**config.mk**
```make
export PLATFORM = sky130hd
export DESIGN_NAME = tti_muldiv
export DESIGN_NICKNAME = d
export VERILOG_FILES = /design/src/sv/assert_macros.svh /design/src/sv/tti_pkg.sv /design/src/sv/tti_muldiv.sv
export SDC_FILE = /design/constraint.sdc
export NUM_CORES = 1
export LEC_CHECK = 0
export ABC_AREA = 1
export BUFFER_PORTS_ARGS = -buffer_cell sky130_fd_sc_hd__buf_2
export CAP_MARGIN = 15
export CORE_ASPECT_RATIO = 0.6
export CORE_MARGIN = 8
export CORE_UTILIZATION = 35
export DETAILED_ROUTE_END_ITERATION = 10
export SLEW_MARGIN = 15
export SYNTH_ARGS = -nofsm -noshare
export SYNTH_HDL_FRONTEND = slang
export SYNTH_SLANG_ARGS = --single-unit
```
**constraint.sdc**
```tcl
create_clock -name clk -period 9.9 [get_ports clk]
set_input_delay 2.97 -clock clk [delete_from_list [all_inputs] [get_ports clk]]
set_output_delay 2.97 -clock clk [all_outputs]
set_load 0.05 [all_outputs]
```
**src/sv/assert_macros.svh**
```systemverilog
// Assertion macros shared by the RTL. Define NO_ASSERTIONS to drop them.
`ifndef ASSERT_MACROS_SVH
`define ASSERT_MACROS_SVH

`ifndef NO_ASSERTIONS

// cond must hold at every clock edge out of reset
`define TTI_ASSERT(lbl, cond, msg) \
  lbl: assert property (@(posedge clk) disable iff (!rst_n) (cond)) else $error(msg);

// same-cycle implication
`define TTI_ASSERT_IMP(lbl, ante, cons, msg) \
  lbl: assert property (@(posedge clk) disable iff (!rst_n) (ante) |-> (cons)) else $error(msg);

// next-cycle implication
`define TTI_ASSERT_NXT(lbl, ante, cons, msg) \
  lbl: assert property (@(posedge clk) disable iff (!rst_n) (ante) |=> (cons)) else $error(msg);

`else

`define TTI_ASSERT(lbl, cond, msg)
`define TTI_ASSERT_IMP(lbl, ante, cons, msg)
`define TTI_ASSERT_NXT(lbl, ante, cons, msg)

`endif

`endif

```
**src/sv/tti_pkg.sv**
```systemverilog
package tti_pkg;

  localparam int TIME_BITS      = 48;
  localparam int COORD_BITS     = 32;
  localparam int MAX_POINTS_DEF = 4096;
  localparam int MD_MAX_STEPS   = (TIME_BITS > COORD_BITS) ? TIME_BITS : COORD_BITS;
  localparam int MD_CNT_BITS    = $clog2(MD_MAX_STEPS + 1);

  typedef logic [TIME_BITS-1:0]  tkey_t;
  typedef logic [COORD_BITS-1:0] ckey_t;

  // stored entry, all fields as biased keys (sign bit flipped)
  typedef struct packed {
    tkey_t tkey;
    ckey_t x;
    ckey_t y;
    ckey_t z;
  } entry_t;

  typedef enum logic [0:0] {
    OP_ADD   = 1'b0,
    OP_QUERY = 1'b1
  } op_t;

  typedef enum logic [2:0] {
    ST_INTERP = 3'd0,
    ST_BEFORE = 3'd1,
    ST_AFTER  = 3'd2,
    ST_EMPTY  = 3'd3,
    ST_STORED = 3'd4,
    ST_FULL   = 3'd5
  } status_t;

  typedef enum logic [3:0] {
    S_IDLE,
    S_SRCH,
    S_SRCH_CMP,
    S_MV_RD,
    S_MV_WR,
    S_END_CAP,
    S_Q_CAP0,
    S_Q_CAP1,
    S_MD_START,
    S_MD_WAIT,
    S_DONE
  } ctl_state_t;

  typedef enum logic [1:0] {
    MD_IDLE,
    MD_MUL,
    MD_DIV
  } md_state_t;

  function automatic tkey_t t_flip(input tkey_t v);
    return {~v[TIME_BITS-1], v[TIME_BITS-2:0]};
  endfunction

  function automatic ckey_t c_flip(input ckey_t v);
    return {~v[COORD_BITS-1], v[COORD_BITS-2:0]};
  endfunction

endpackage

```
**src/sv/tti_muldiv.sv**
```systemverilog
// floor(a * b / d), with a * b < d * 2^COORD_BITS.
// Shift-add multiply, one bit of b per cycle, then restoring divide, one
// quotient bit per cycle.
module tti_muldiv (
  input  logic                  clk,
  input  logic                  rst_n,
  input  logic                  start,
  input  tti_pkg::ckey_t        a_in,
  input  tti_pkg::tkey_t        b_in,
  input  tti_pkg::tkey_t        d_in,
  output logic                  done,
  output tti_pkg::ckey_t        q
);

  localparam int TB = tti_pkg::TIME_BITS;
  localparam int CB = tti_pkg::COORD_BITS;
  localparam int PW = TB + CB;
  localparam int NB = tti_pkg::MD_CNT_BITS;

  tti_pkg::md_state_t st_r, st_nxt;
  logic [NB-1:0] cnt_r, cnt_nxt;
  logic [CB-1:0] a_r, a_nxt;
  logic [TB-1:0] b_r, b_nxt;
  logic [TB-1:0] d_r, d_nxt;
  logic [PW-1:0] p_r, p_nxt;
  logic [TB-1:0] rem_r, rem_nxt;
  logic [CB-1:0] q_r, q_nxt;
  logic          done_r, done_nxt;
  logic [TB:0]   r2;
  logic [PW-1:0] addend;

  always_ff @(posedge clk) begin
    if (!rst_n) begin
      st_r   <= tti_pkg::MD_IDLE;
      done_r <= 1'b0;
    end else begin
      st_r   <= st_nxt;
      done_r <= done_nxt;
    end
  end

  always_ff @(posedge clk) begin
    cnt_r <= cnt_nxt;
    a_r   <= a_nxt;
    b_r   <= b_nxt;
    d_r   <= d_nxt;
    p_r   <= p_nxt;
    rem_r <= rem_nxt;
    q_r   <= q_nxt;
  end

  always_comb begin
    st_nxt   = st_r;
    cnt_nxt  = cnt_r;
    a_nxt    = a_r;
    b_nxt    = b_r;
    d_nxt    = d_r;
    p_nxt    = p_r;
    rem_nxt  = rem_r;
    q_nxt    = q_r;
    done_nxt = 1'b0;
    addend   = b_r[TB-1] ? PW'(a_r) : '0;
    r2       = {rem_r, p_r[CB-1]};
    unique case (st_r)
      tti_pkg::MD_IDLE: begin
        if (start) begin
          a_nxt   = a_in;
          b_nxt   = b_in;
          d_nxt   = d_in;
          p_nxt   = '0;
          cnt_nxt = NB'(TB);
          st_nxt  = tti_pkg::MD_MUL;
        end
      end
      tti_pkg::MD_MUL: begin
        p_nxt   = {p_r[PW-2:0], 1'b0} + addend;
        b_nxt   = {b_r[TB-2:0], 1'b0};
        cnt_nxt = cnt_r - 1'b1;
        if (cnt_r == NB'(1)) begin
          // upper part is already below d since the quotient fits CB bits
          rem_nxt = p_nxt[PW-1:CB];
          cnt_nxt = NB'(CB);
          st_nxt  = tti_pkg::MD_DIV;
        end
      end
      tti_pkg::MD_DIV: begin
        p_nxt   = {p_r[PW-2:0], 1'b0};
        cnt_nxt = cnt_r - 1'b1;
        if (r2 >= {1'b0, d_r}) begin
          rem_nxt = TB'(r2 - {1'b0, d_r});
          q_nxt   = {q_r[CB-2:0], 1'b1};
        end else begin
          rem_nxt = r2[TB-1:0];
          q_nxt   = {q_r[CB-2:0], 1'b0};
        end
        if (cnt_r == NB'(1)) begin
          done_nxt = 1'b1;
          st_nxt   = tti_pkg::MD_IDLE;
        end
      end
      default: st_nxt = tti_pkg::MD_IDLE;
    endcase
  end

  assign done = done_r;
  assign q    = q_r;

endmodule

```
## Word-level counts from Yosys, hierarchy flattened

Index checks and enable logic that the tools add are counted.

| storage, ports and cells | value |
|---|---|
| bits in latches | 0 |
| memory bits (read-only) | 0 |
| logic and storage cells | 46 |
| memories kept | 0 |
| flip-flop bits (word level) | 296 |
| bits in writable memories | 0 |

| operators by class | value |
|---|---|
| multipliers | 0 |
| shift operators | 0 |
| bitwise operators | 0 |
| mux-type cells | 17 |
| add/subtract/negate cells | 3 |
| magnitude comparators | 1 |
| divide/modulo/power cells | 0 |
| reductions and logical operators | 10 |
| equal/unequal tests | 6 |

Operators with widths:

| kind | number |
|---|---|
| 79-bit case mux with 3 select lines | 1 |
| 48-bit case mux with 2 select lines | 2 |
| 48-bit two-way mux | 3 |
| 80-bit by 32-bit adder with 80-bit output | 1 |
| 79-bit two-way mux | 1 |
| 49-bit by 48-bit greater-or-equal comparator with 1-bit output | 1 |
| 48-bit subtractor | 1 |
| 32-bit two-way mux | 1 |
| 6-bit case mux with 3 select lines | 1 |
| 6-bit two-way mux | 2 |
| 2-bit AND reduction | 5 |
| 6-bit by 1-bit equality test with 1-bit output, second input constant | 1 |
| 2-bit two-way mux | 3 |
| 2-bit != test, second input constant | 3 |
| 2-bit case mux with 3 select lines | 1 |
| 6-bit by 1-bit subtractor with 6-bit output, second input constant | 1 |
| 2-bit nonzero test | 2 |
| 3-bit AND reduction | 1 |
| 3-bit nonzero test | 1 |
| 2-bit by 1-bit equality test with 1-bit output, second input constant | 1 |
| 2-bit equality test, second input constant | 1 |
| 2-bit zero test | 1 |
| 1-bit two-way mux | 2 |

## Depth between registers and ports, before layout

Gate-level depths: netlist of run 1.

| depth | value |
|---|---|
| word-level depth | 4 |
| depth in mapped cells | 20 |

## Worst setup path after synthesis of run 1

OpenSTA, ideal clock, no wires.

| timing path | value |
|---|---|
| path kind | in2reg |
| start point | input start |
| end point | register cnt_r[0] (enable) |
| setup slack | 2.778 ns |
| path buffers | 0 |
| arrival time | 6.591 ns |
| cell stages on the path | 2 |
| cell sequence | nor2_1 nor2_1 |

| between the ends | value |
|---|---|
| longest elaborated chain between the ends | 2 |

Ends and longest elaborated chain:

| element | RTL line | source |
|---|---|---|
| start: declaration | tti_muldiv.sv:7 | `input logic start,` |
| 2-bit != test (no line) | -- |  |
| 2-bit AND reduction (no line) | -- |  |
| end signal: assignment | tti_muldiv.sv:43 | `cnt_r <= cnt_nxt;` |
| end: declaration | tti_muldiv.sv:21 | `logic [NB-1:0] cnt_r, cnt_nxt;` |

Every way passes these cells.
A chain may end at the register's enable or synchronous reset.

## Worst setup path in the final report of run 1

| timing path | value |
|---|---|
| start point | input start |
| end point | register p_r[35] (enable) |

| between the ends | value |
|---|---|
| longest elaborated chain between the ends | 2 |

Ends and longest elaborated chain:

| element | RTL line | source |
|---|---|---|
| 2-bit != test (no line) | -- |  |
| 2-bit AND reduction (no line) | -- |  |
| end signal: assignment | tti_muldiv.sv:47 | `p_r <= p_nxt;` |
| end: declaration | tti_muldiv.sv:25 | `logic [PW-1:0] p_r, p_nxt;` |

Every way passes these cells.

==> results.toml, run 1 <==
[clock_tree]
cts-resized-gates = 0
clkTransAtPathRegs_ps = 70
ctsHoldBuffers = 0
cts_tree = "yes"
cts_sinks = 296
cts_root_buf = "clkbuf_16"
post-cts-setup-buffers = 0
cts_buffers = 34
insertion_delay_ps = 570
cts_max_level = 2
clock_path_buffers = 3

[final_layout]
n_antenna_cell = 0
regArea_sq_um = 8860
syn2layout_area_growth_pct = 13.1
layout_commonest_cell = "nand2_1"
fin_nets = 3374
finalNonFillerCells = 3963
fill_cells = 6279
final_layout_size_suffix_gt1_frac = 0.0952
final_cell_mix = "nand2_1 (1162), inv_1 (526), edfxtp_1 (293)"
multiInputGateArea_sq_um = 9980

[power]
vdd_drop_max_mv = 0.170
powerDensity_nw_per_um2 = 313
p_leak_nw = 11.8
total_power_mw = 7.48

[yosys]
syn_area_per_cell_sq_um = 7.04
syn_area_sq_um = 21100
netlist_instances = 3003
synth-edff-count = 293
yosysWarnings = 0
ys_seq_area_frac = 0.419
synthDistinctLibCells = 46
syn-num-nets = 3221
synthFlopType = "edfxtp_1"
synth_seq_cells = 296
ys_async_sr_fraction = 0

[timing]
period_share = 0.465
relSlewSlack = 0.181
worst_slew_pin_slew_ps = 1220
hold_viol_final = 0
finalMaxSlewViolations = 0
final.setup.tns_ps = 0
fin_ws_ps = 5300
fmax_ghz = 0.217
fin_crit_ps = 4600
setup_viol = 0
rsz0062_at_grt = "no"
skew_ps = 28.3

[critical_path]
crit_path_top_delay_cell = "nor2_4"
crit_chain = "buf_2 -> nor2_1 -> nor2_4 -> buf_4"
critPathTopFamily = "buffers and inverters"
worstSetupPathType = "input port to flop"
crit_path_max_incr_delay_ps = 790
worstSetupStartpointType = "input port"
crit_arrival_ps = 4780
path_max_fanout = 53
crit_path_end_kind = "flop"
critPathBufInv = 2
required_ps = 10080

[placed_design]
dp.cells = 3901
gp_congestion = 1.02
dp_hpwl_microns = 57000
place_ws_ps = 4690
portBuffers = 163

[drt]
dr_total_vias = 19800
drc = 0
drt_iter0_drc = 2429
routed_wl_microns = 73200
dr.pass1.iters = 6
routed_via_density = 5.00
postRouteAntennaNets = 0
wl_per_cell_microns = 18.5

[floorplan]
coreArea_sq_um = 59500
die_area_sq_um = 68800
pin_count = 164
start_util = 0.355
row_count = 69
die_w_microns = 333
die_y_microns = 206

[job]
max-cap-violations = 0

[grt]
grt_usage = 0.204
globalRoute.totalOverflow = 0
grt_pass1_wl_microns = 108000
first_global_vias = 17600
antenna_found_initial = 1
grt_max_degree = 81

[outcome]
status = "finished clean"

[min_path]
hold_path_class = "flop to flop"
## power breakdown
part           switching, mW  leakage, nW  total, mW  internal, mW
sequential             0.274         2.91       2.29          2.02
clock                  0.568        0.554       1.30         0.731
combinational           2.79         8.32       3.89          1.09
## area by class of cell
class,count,area share
multi-input cells,2101,0.417
well taps,781,0.0409
clock inverters,20,0.00774
flip-flops and latches,296,0.370
inverters,544,0.0854
clock buffers,42,0.0390
repair buffers,179,0.0391
## cell usage after synthesis, types with 4 or more instances
library cell	number	area, sq um
a32o_1	4	40.0
nand2_2	15	93.8
nand3_1	265	1330
xnor2_1	25	219
o21ai_0	67	335
inv_2	13	48.8
nor2_2	8	50.1
nor3_2	8	80.1
nor2_1	207	777
buf_2	15	75.1
nand2_1	1162	4360
edfxtp_1	293	8800
inv_1	528	1980
nand4_1	92	576
nand3b_1	6	45.0
nor4_1	8	50.1
o21bai_1	9	67.6
buf_6	4	45.0
or2_2	7	43.8
xor2_1	5	43.8
ha_1	85	1060
a21oi_1	73	365
nand3_2	4	40.0
nor3_1	25	125
clkbuf_1	36	135
## per-stage QoR
stage	hold slack [ps]	util	area, sq um
after floorplan	470	-	21100
after global placement	425	0.383	22800
after detailed placement	432	0.383	22800
after CTS	454	0.402	23900
after global routing	467	0.402	23900
final	450	0.402	23900
## path summary, 6_finish.rpt
| check | startpoint | slack [ps] | to | depth (start not counted) |
|---|---|---|---|---|
| max | start | 5300 | p_r[35] | 4 |
| min | q[22] | 450 | q[23] | 0 |
| max reg2reg | b_r[47] | 6240 | rem_r[33] | 20 |
| min reg2reg | q[22] | 450 | q[23] | 0 |
## cell families after synthesis
logic type	Yosys count	synth area share
xor gates and xnor gates	30	0.0124
adders and majority gates	87	0.0522
AOI/OAI and AO/OA	168	0.0436
and+or+nand+nor	1816	0.362
buffers and inverters	606	0.111
DFF	296	0.419
## layer usage
| metal | part of all wire | GRT usage |
|---|---|---|
| met5 | 0.00012 | 0 |
| met4 | 0.015 | 0.0383 |
| met3 | 0.13 | 0.0830 |
| met2 | 0.34 | 0.247 |
| met1 | 0.51 | 0.325 |
## sequential cells by signal, summed over array words and instances, names as in the netlist
signal	cells
p_r	79
b_r	48
d_r	48
rem_r	48
a_r	32
q	32
cnt_r	6
st_r	2
done	1
(Power assumes the default switching activity.)
==> run 2: changes to the inputs <==
==> constraint.sdc (replaced) <==
create_clock -name clk -period 3.8 [get_ports clk]
set_input_delay 1.14 -clock clk [delete_from_list [all_inputs] [get_ports clk]]
set_output_delay 1.14 -clock clk [all_outputs]
set_load 0.05 [all_outputs]
==> run 2 against run 1 <==
Setup slack lost 4800 ps; clock skew shrank 6.5 ps; final cell count grew 0.28%; wire length grew 1.8%; cell area grew 0.55%; register-to-register slack lost 5800 ps; total power grew to 2.7 times the previous value; largest power group unchanged; clock power grew to 2.6 times the previous value; combinational power grew to 2.6 times the previous value; first-iteration DRC count shrank 5.9%; sequential cell count is the same; count of clock-buffer cells in the layout grew 1.
==> results.toml, run 2 (synthesis results as in run 1) <==
[placed_design]
dp.cells = 3912
portBuffers = 163
gp_congestion = 1.03
dp_hpwl_microns = 59100

[power]
total_power_mw = 19.8
vdd_drop_max_mv = 0.376
p_leak_nw = 11.8
powerDensity_nw_per_um2 = 825

[grt]
grt_pass1_wl_microns = 111000
first_global_vias = 18300
grt_max_degree = 71
globalRoute.totalOverflow = 0
antenna_found_initial = 5
grt_usage = 0.210

[critical_path]
required_ps = 4130
worstSetupStartpointType = "flop"
crit_path_max_incr_delay_ps = 380
crit_chain = "buf_4 -> nand2_1 -> inv_1 -> ha_1 -> inv_1 -> fa_1 -> inv_1 -> nand3_1 -> nand3_1 -> nand2_1 -> nand2_1 -> nand2_1 -> nand2_1 -> nand2_1 -> nand3_1 -> nand3_1 -> nand3_1 -> nand2_1"
critPathLaunch = "b_r[47]"
crit_arrival_ps = 3680
crit_path_top_delay_cell = "nand3_1"
path_max_fanout = 24
reg2reg_depth = 18
worstReg2RegStart = "b_r[47]"
rrSetupSlack_ps = 450
critPathTopFamily = "simple AND/OR/NAND/NOR gates"
worst_path_most_repeated_cell = "nand2_1"
critPathBufInv = 4
crit_path_end_kind = "flop"
r2r-end = "p_r[63]"
worstSetupPathType = "flop to flop"

[clock_tree]
clock_path_buffers = 3
post-cts-setup-buffers = 0
cts_root_buf = "clkbuf_16"
cts_tree = "yes"
insertion_delay_ps = 580
cts_sinks = 296
cts_max_level = 2
cts_buffers = 35
ctsHoldBuffers = 0
clkTransAtPathRegs_ps = 70
cts-resized-gates = 0

[final_layout]
layout_commonest_cell = "nand2_1"
fin_nets = 3386
finalNonFillerCells = 3974
syn2layout_area_growth_pct = 13.8
final_layout_size_suffix_gt1_frac = 0.0971
final_cell_mix = "nand2_1 (1162), inv_1 (526), edfxtp_1 (293)"
top_register = "p_r"
largest_reg_flops = 79
final_util = 0.404

[drt]
dr_wl_met3_microns = 10500
dr_total_vias = 19800
postRouteAntennaNets = 0
wl_per_cell_microns = 18.8
routed.top_layer = "met5"
routed_wl_microns = 74500
wl_met1_microns = 37400
drt_iter0_drc = 2286
routed_via_density = 4.99
dr.pass1.iters = 6
drc = 0
routed-wl-met2_microns = 25600

[floorplan]
start_util = 0.355
die_y_microns = 206
die_area_sq_um = 68800
die_w_microns = 333
pin_count = 164
coreArea_sq_um = 59500
row_count = 69

[timing]
worst_slew_pin_slew_ps = 925
final.setup.tns_ps = 0
setup_viol = 0
fmax_ghz = 0.299
skew_ps = 21.8
hold_viol_final = 0
fin_crit_ps = 3350
finalMaxSlewViolations = 0
rsz0062_at_grt = "no"
fin_hold_ws_ps = 446
period_share = 0.881
relSlewSlack = 0.378

[min_path]
holdPathStages = 0
hold_path_class = "flop to flop"
min_to = "q[30]"
hp-start = "q[29]"

[job]
max-cap-violations = 0

[outcome]
status = "finished clean"
run 2: final cells by class:
class | count | area, sq um
Antenna cell | 1 | 2.50
Tap cell | 781 | 977
Clock inverter | 18 | 191
Timing Repair Buffer | 190 | 1070
Inverter | 544 | 2040
Multi-Input combinational cell | 2101 | 9990
Fill cell | 6262 | 35400
Sequential cell | 296 | 8860
Clock buffer | 43 | 916
run 2: how the worst max path moves through the flow:
stage               depth (start not counted)         to  slack, ps
CTS                                        18   rem_r[1]        430
floorplan                                   6     b_r[0]        240
global route                               18   rem_r[1]         70
finish                                     18    p_r[63]        450
detailed placement                         18    p_r[33]        460
global placement                           17  rem_r[18]        580
run 2: metrics by stage:
stage	instance area, sq um	worst slack (ps)
floorplan	21100	241
global placement	22900	577
detailed placement	22900	458
CTS	24000	430
global route	24000	73.9
finish	24000	450
run 2: layer usage:
metal  global-route usage  vias up
met1                0.325     8965
met5               0.0120        -
met4               0.0354       10
met2                0.257      862
li1                     -     9913
met3               0.0978       72
run 2: power breakdown:
group          total (mW)  internal (mW)  switching [mW]  leakage [nW]
logic                10.3           2.94            7.40          8.39
clock network        3.43           1.94            1.50         0.538
registers            6.06           5.26           0.800          2.91
total                19.8           10.1            9.70          11.8
run 2: worst reg2reg max path, stage by stage, from the launching register on:
cell and delay, ps:
edfxtp_1 350, buf_4 280, nand2_1 100, inv_1 60, ha_1 150, inv_1 60
fa_1 360, inv_1 120, nand3_1 80, nand3_1 210, nand2_1 80, nand2_1 170
nand2_1 90, nand2_1 140, nand2_1 120, nand3_1 380, nand3_1 180, nand3_1 120
nand2_1 60
==> run 3: changes to the inputs <==
--- a/config.mk
+++ b/config.mk
@@ -7,10 +7,9 @@
 export LEC_CHECK = 0
 export ABC_AREA = 1
 export BUFFER_PORTS_ARGS = -buffer_cell sky130_fd_sc_hd__buf_2
-export CAP_MARGIN = 15
 export CORE_ASPECT_RATIO = 0.6
 export CORE_MARGIN = 8
-export CORE_UTILIZATION = 35
+export CORE_UTILIZATION = 36
 export DETAILED_ROUTE_END_ITERATION = 10
 export SLEW_MARGIN = 15
 export SYNTH_ARGS = -nofsm -noshare
==> run 3 against run 2 <==
Core utilization rose by 1.2 points; final cell count fell by 0.30%; cell area barely moved; critical path depth did not move; combinational power barely moved; clock skew fell by 1.9 ps; wire length rose by 0.89%; maximum frequency fell by 1.3%; critical endpoint is now rem_r[15]; register-to-register slack got worse by 40 ps; setup slack got worse by 45 ps; worst hold slack got worse by 7.1 ps; clock power barely moved.
==> results.toml, run 3 (synthesis results as in run 1) <==
[final_layout]
syn2layout_area_growth_pct = 13.7
final_layout_size_suffix_gt1_frac = 0.0956
n_antenna_cell = 0
largest_reg_flops = 79
top_register = "p_r"
final_cell_mix = "nand2_1 (1162), inv_1 (526), edfxtp_1 (293)"
layout_commonest_cell = "nand2_1"
fill_cells = 6099
fin_nets = 3388
final_util = 0.416

[grt]
grt_usage = 0.218
antenna_found_initial = 3
first_global_vias = 18200
grt_max_degree = 81
grt_pass1_wl_microns = 112000
globalRoute.totalOverflow = 0

[power]
p_leak_nw = 11.8
powerDensity_nw_per_um2 = 826
vdd_drop_max_mv = 0.421

[timing]
fin_hold_ws_ps = 439
relSlewSlack = 0.295
fin_ws_ps = 406
finalMaxSlewViolations = 0
skew_ps = 19.8
fmax_ghz = 0.295
setup_viol = 0
final.setup.tns_ps = 0
period_share = 0.893
hold_viol_final = 0
worst_slew_pin_slew_ps = 1050
rsz0062_at_grt = "no"
fin_crit_ps = 3390

[critical_path]
crit_path_top_delay_cell = "fa_1"
worst_path_most_repeated_cell = "nand2_1"
worstSetupPathType = "flop to flop"
critPathTopFamily = "simple AND/OR/NAND/NOR gates"
required_ps = 4110
critPathBufInv = 4
crit_chain = "buf_4 -> nand2_1 -> inv_1 -> ha_1 -> inv_1 -> fa_1 -> inv_1 -> nand3_1 -> nand3_1 -> nand2_1 -> nand2_1 -> nand2_1 -> nand2_1 -> nand2_1 -> nand3_1 -> nand2_1 -> nand3_1 -> nand2_1"
crit_arrival_ps = 3700
crit_path_end_kind = "flop"
path_max_fanout = 32
crit_path_max_incr_delay_ps = 350
worstSetupStartpointType = "flop"

[placed_design]
portBuffers = 163
gp_congestion = 1.04
dp_hpwl_microns = 59900
place_ws_ps = 498

[drt]
routed.top_layer = "met5"
wl_per_cell_microns = 19.0
dr_total_vias = 20000
routed-wl-met2_microns = 26300
drc = 0
postRouteAntennaNets = 0
routed_via_density = 5.04
dr.pass1.iters = 7
drt_iter0_drc = 2670
wl_met1_microns = 37900
routed_wl_microns = 75200
dr_wl_met3_microns = 10100

[floorplan]
row_count = 68
coreArea_sq_um = 57800
start_util = 0.366
pin_count = 164
die_area_sq_um = 67000
die_w_microns = 329
die_y_microns = 204

[clock_tree]
clock_path_buffers = 3
ctsHoldBuffers = 0
cts-resized-gates = 0
cts_sinks = 296
post-cts-setup-buffers = 0
insertion_delay_ps = 570
cts_buffers = 35
cts_max_level = 2
cts_root_buf = "clkbuf_16"
cts_tree = "yes"
clkTransAtPathRegs_ps = 60

[outcome]
status = "finished clean"

[min_path]
hold_path_class = "flop to flop"

[job]
max-cap-violations = 0
run 3: changes by cell type in the layout (fill, tap and decap cells not counted), moves of 2 or more:
cell and delta:
clkinv_2 -5, buf_4 +3, clkbuf_1 +3, clkinvlp_4 -2
run 3: cell type report:
cell class / instances / area [sq um] / area share
clock inverter: 13 / 178 / 0.00739
multi-input combinational: 2101 / 9980 / 0.415
clock buffer: 46 / 938 / 0.0390
timing repair buffer: 192 / 1070 / 0.0446
sequential: 296 / 8860 / 0.369
tap: 770 / 963 / 0.0401
inverter: 544 / 2040 / 0.0851
run 3: through the flow:
step                      area, sq um  total power, mW  std cells
after detailed placement        22900             16.1       3903
after floorplan                 21100             12.8       3003
final                           24000             19.9       3962
after CTS                       24000             19.7       3962
after global placement          22900             16.1       3903
after global routing            24000             21.3       3962
run 3: final timing paths:
kind | startpoint | end | slack, ps | cells past startpoint
min | q[19] | q[20] | 440 | 0
min reg2reg | q[19] | q[20] | 440 | 0
max | b_r[47] | rem_r[15] | 410 | 18
max reg2reg | b_r[47] | rem_r[15] | 410 | 18
run 3: layer usage:
layer	vias to the layer above	GRT usage
li1	9897	-
met1	9056	0.354
met2	950	0.268
met3	67	0.0754
met4	6	0.0332
met5	-	0
run 3: where the power goes:
| group | internal, mW | switching [mW] | total [mW] |
|---|---|---|---|
| sequential | 5.27 | 0.842 | 6.11 |
| combinational | 2.95 | 7.38 | 10.3 |
| clock | 2.01 | 1.41 | 3.42 |
| total | 10.2 | 9.63 | 19.9 |
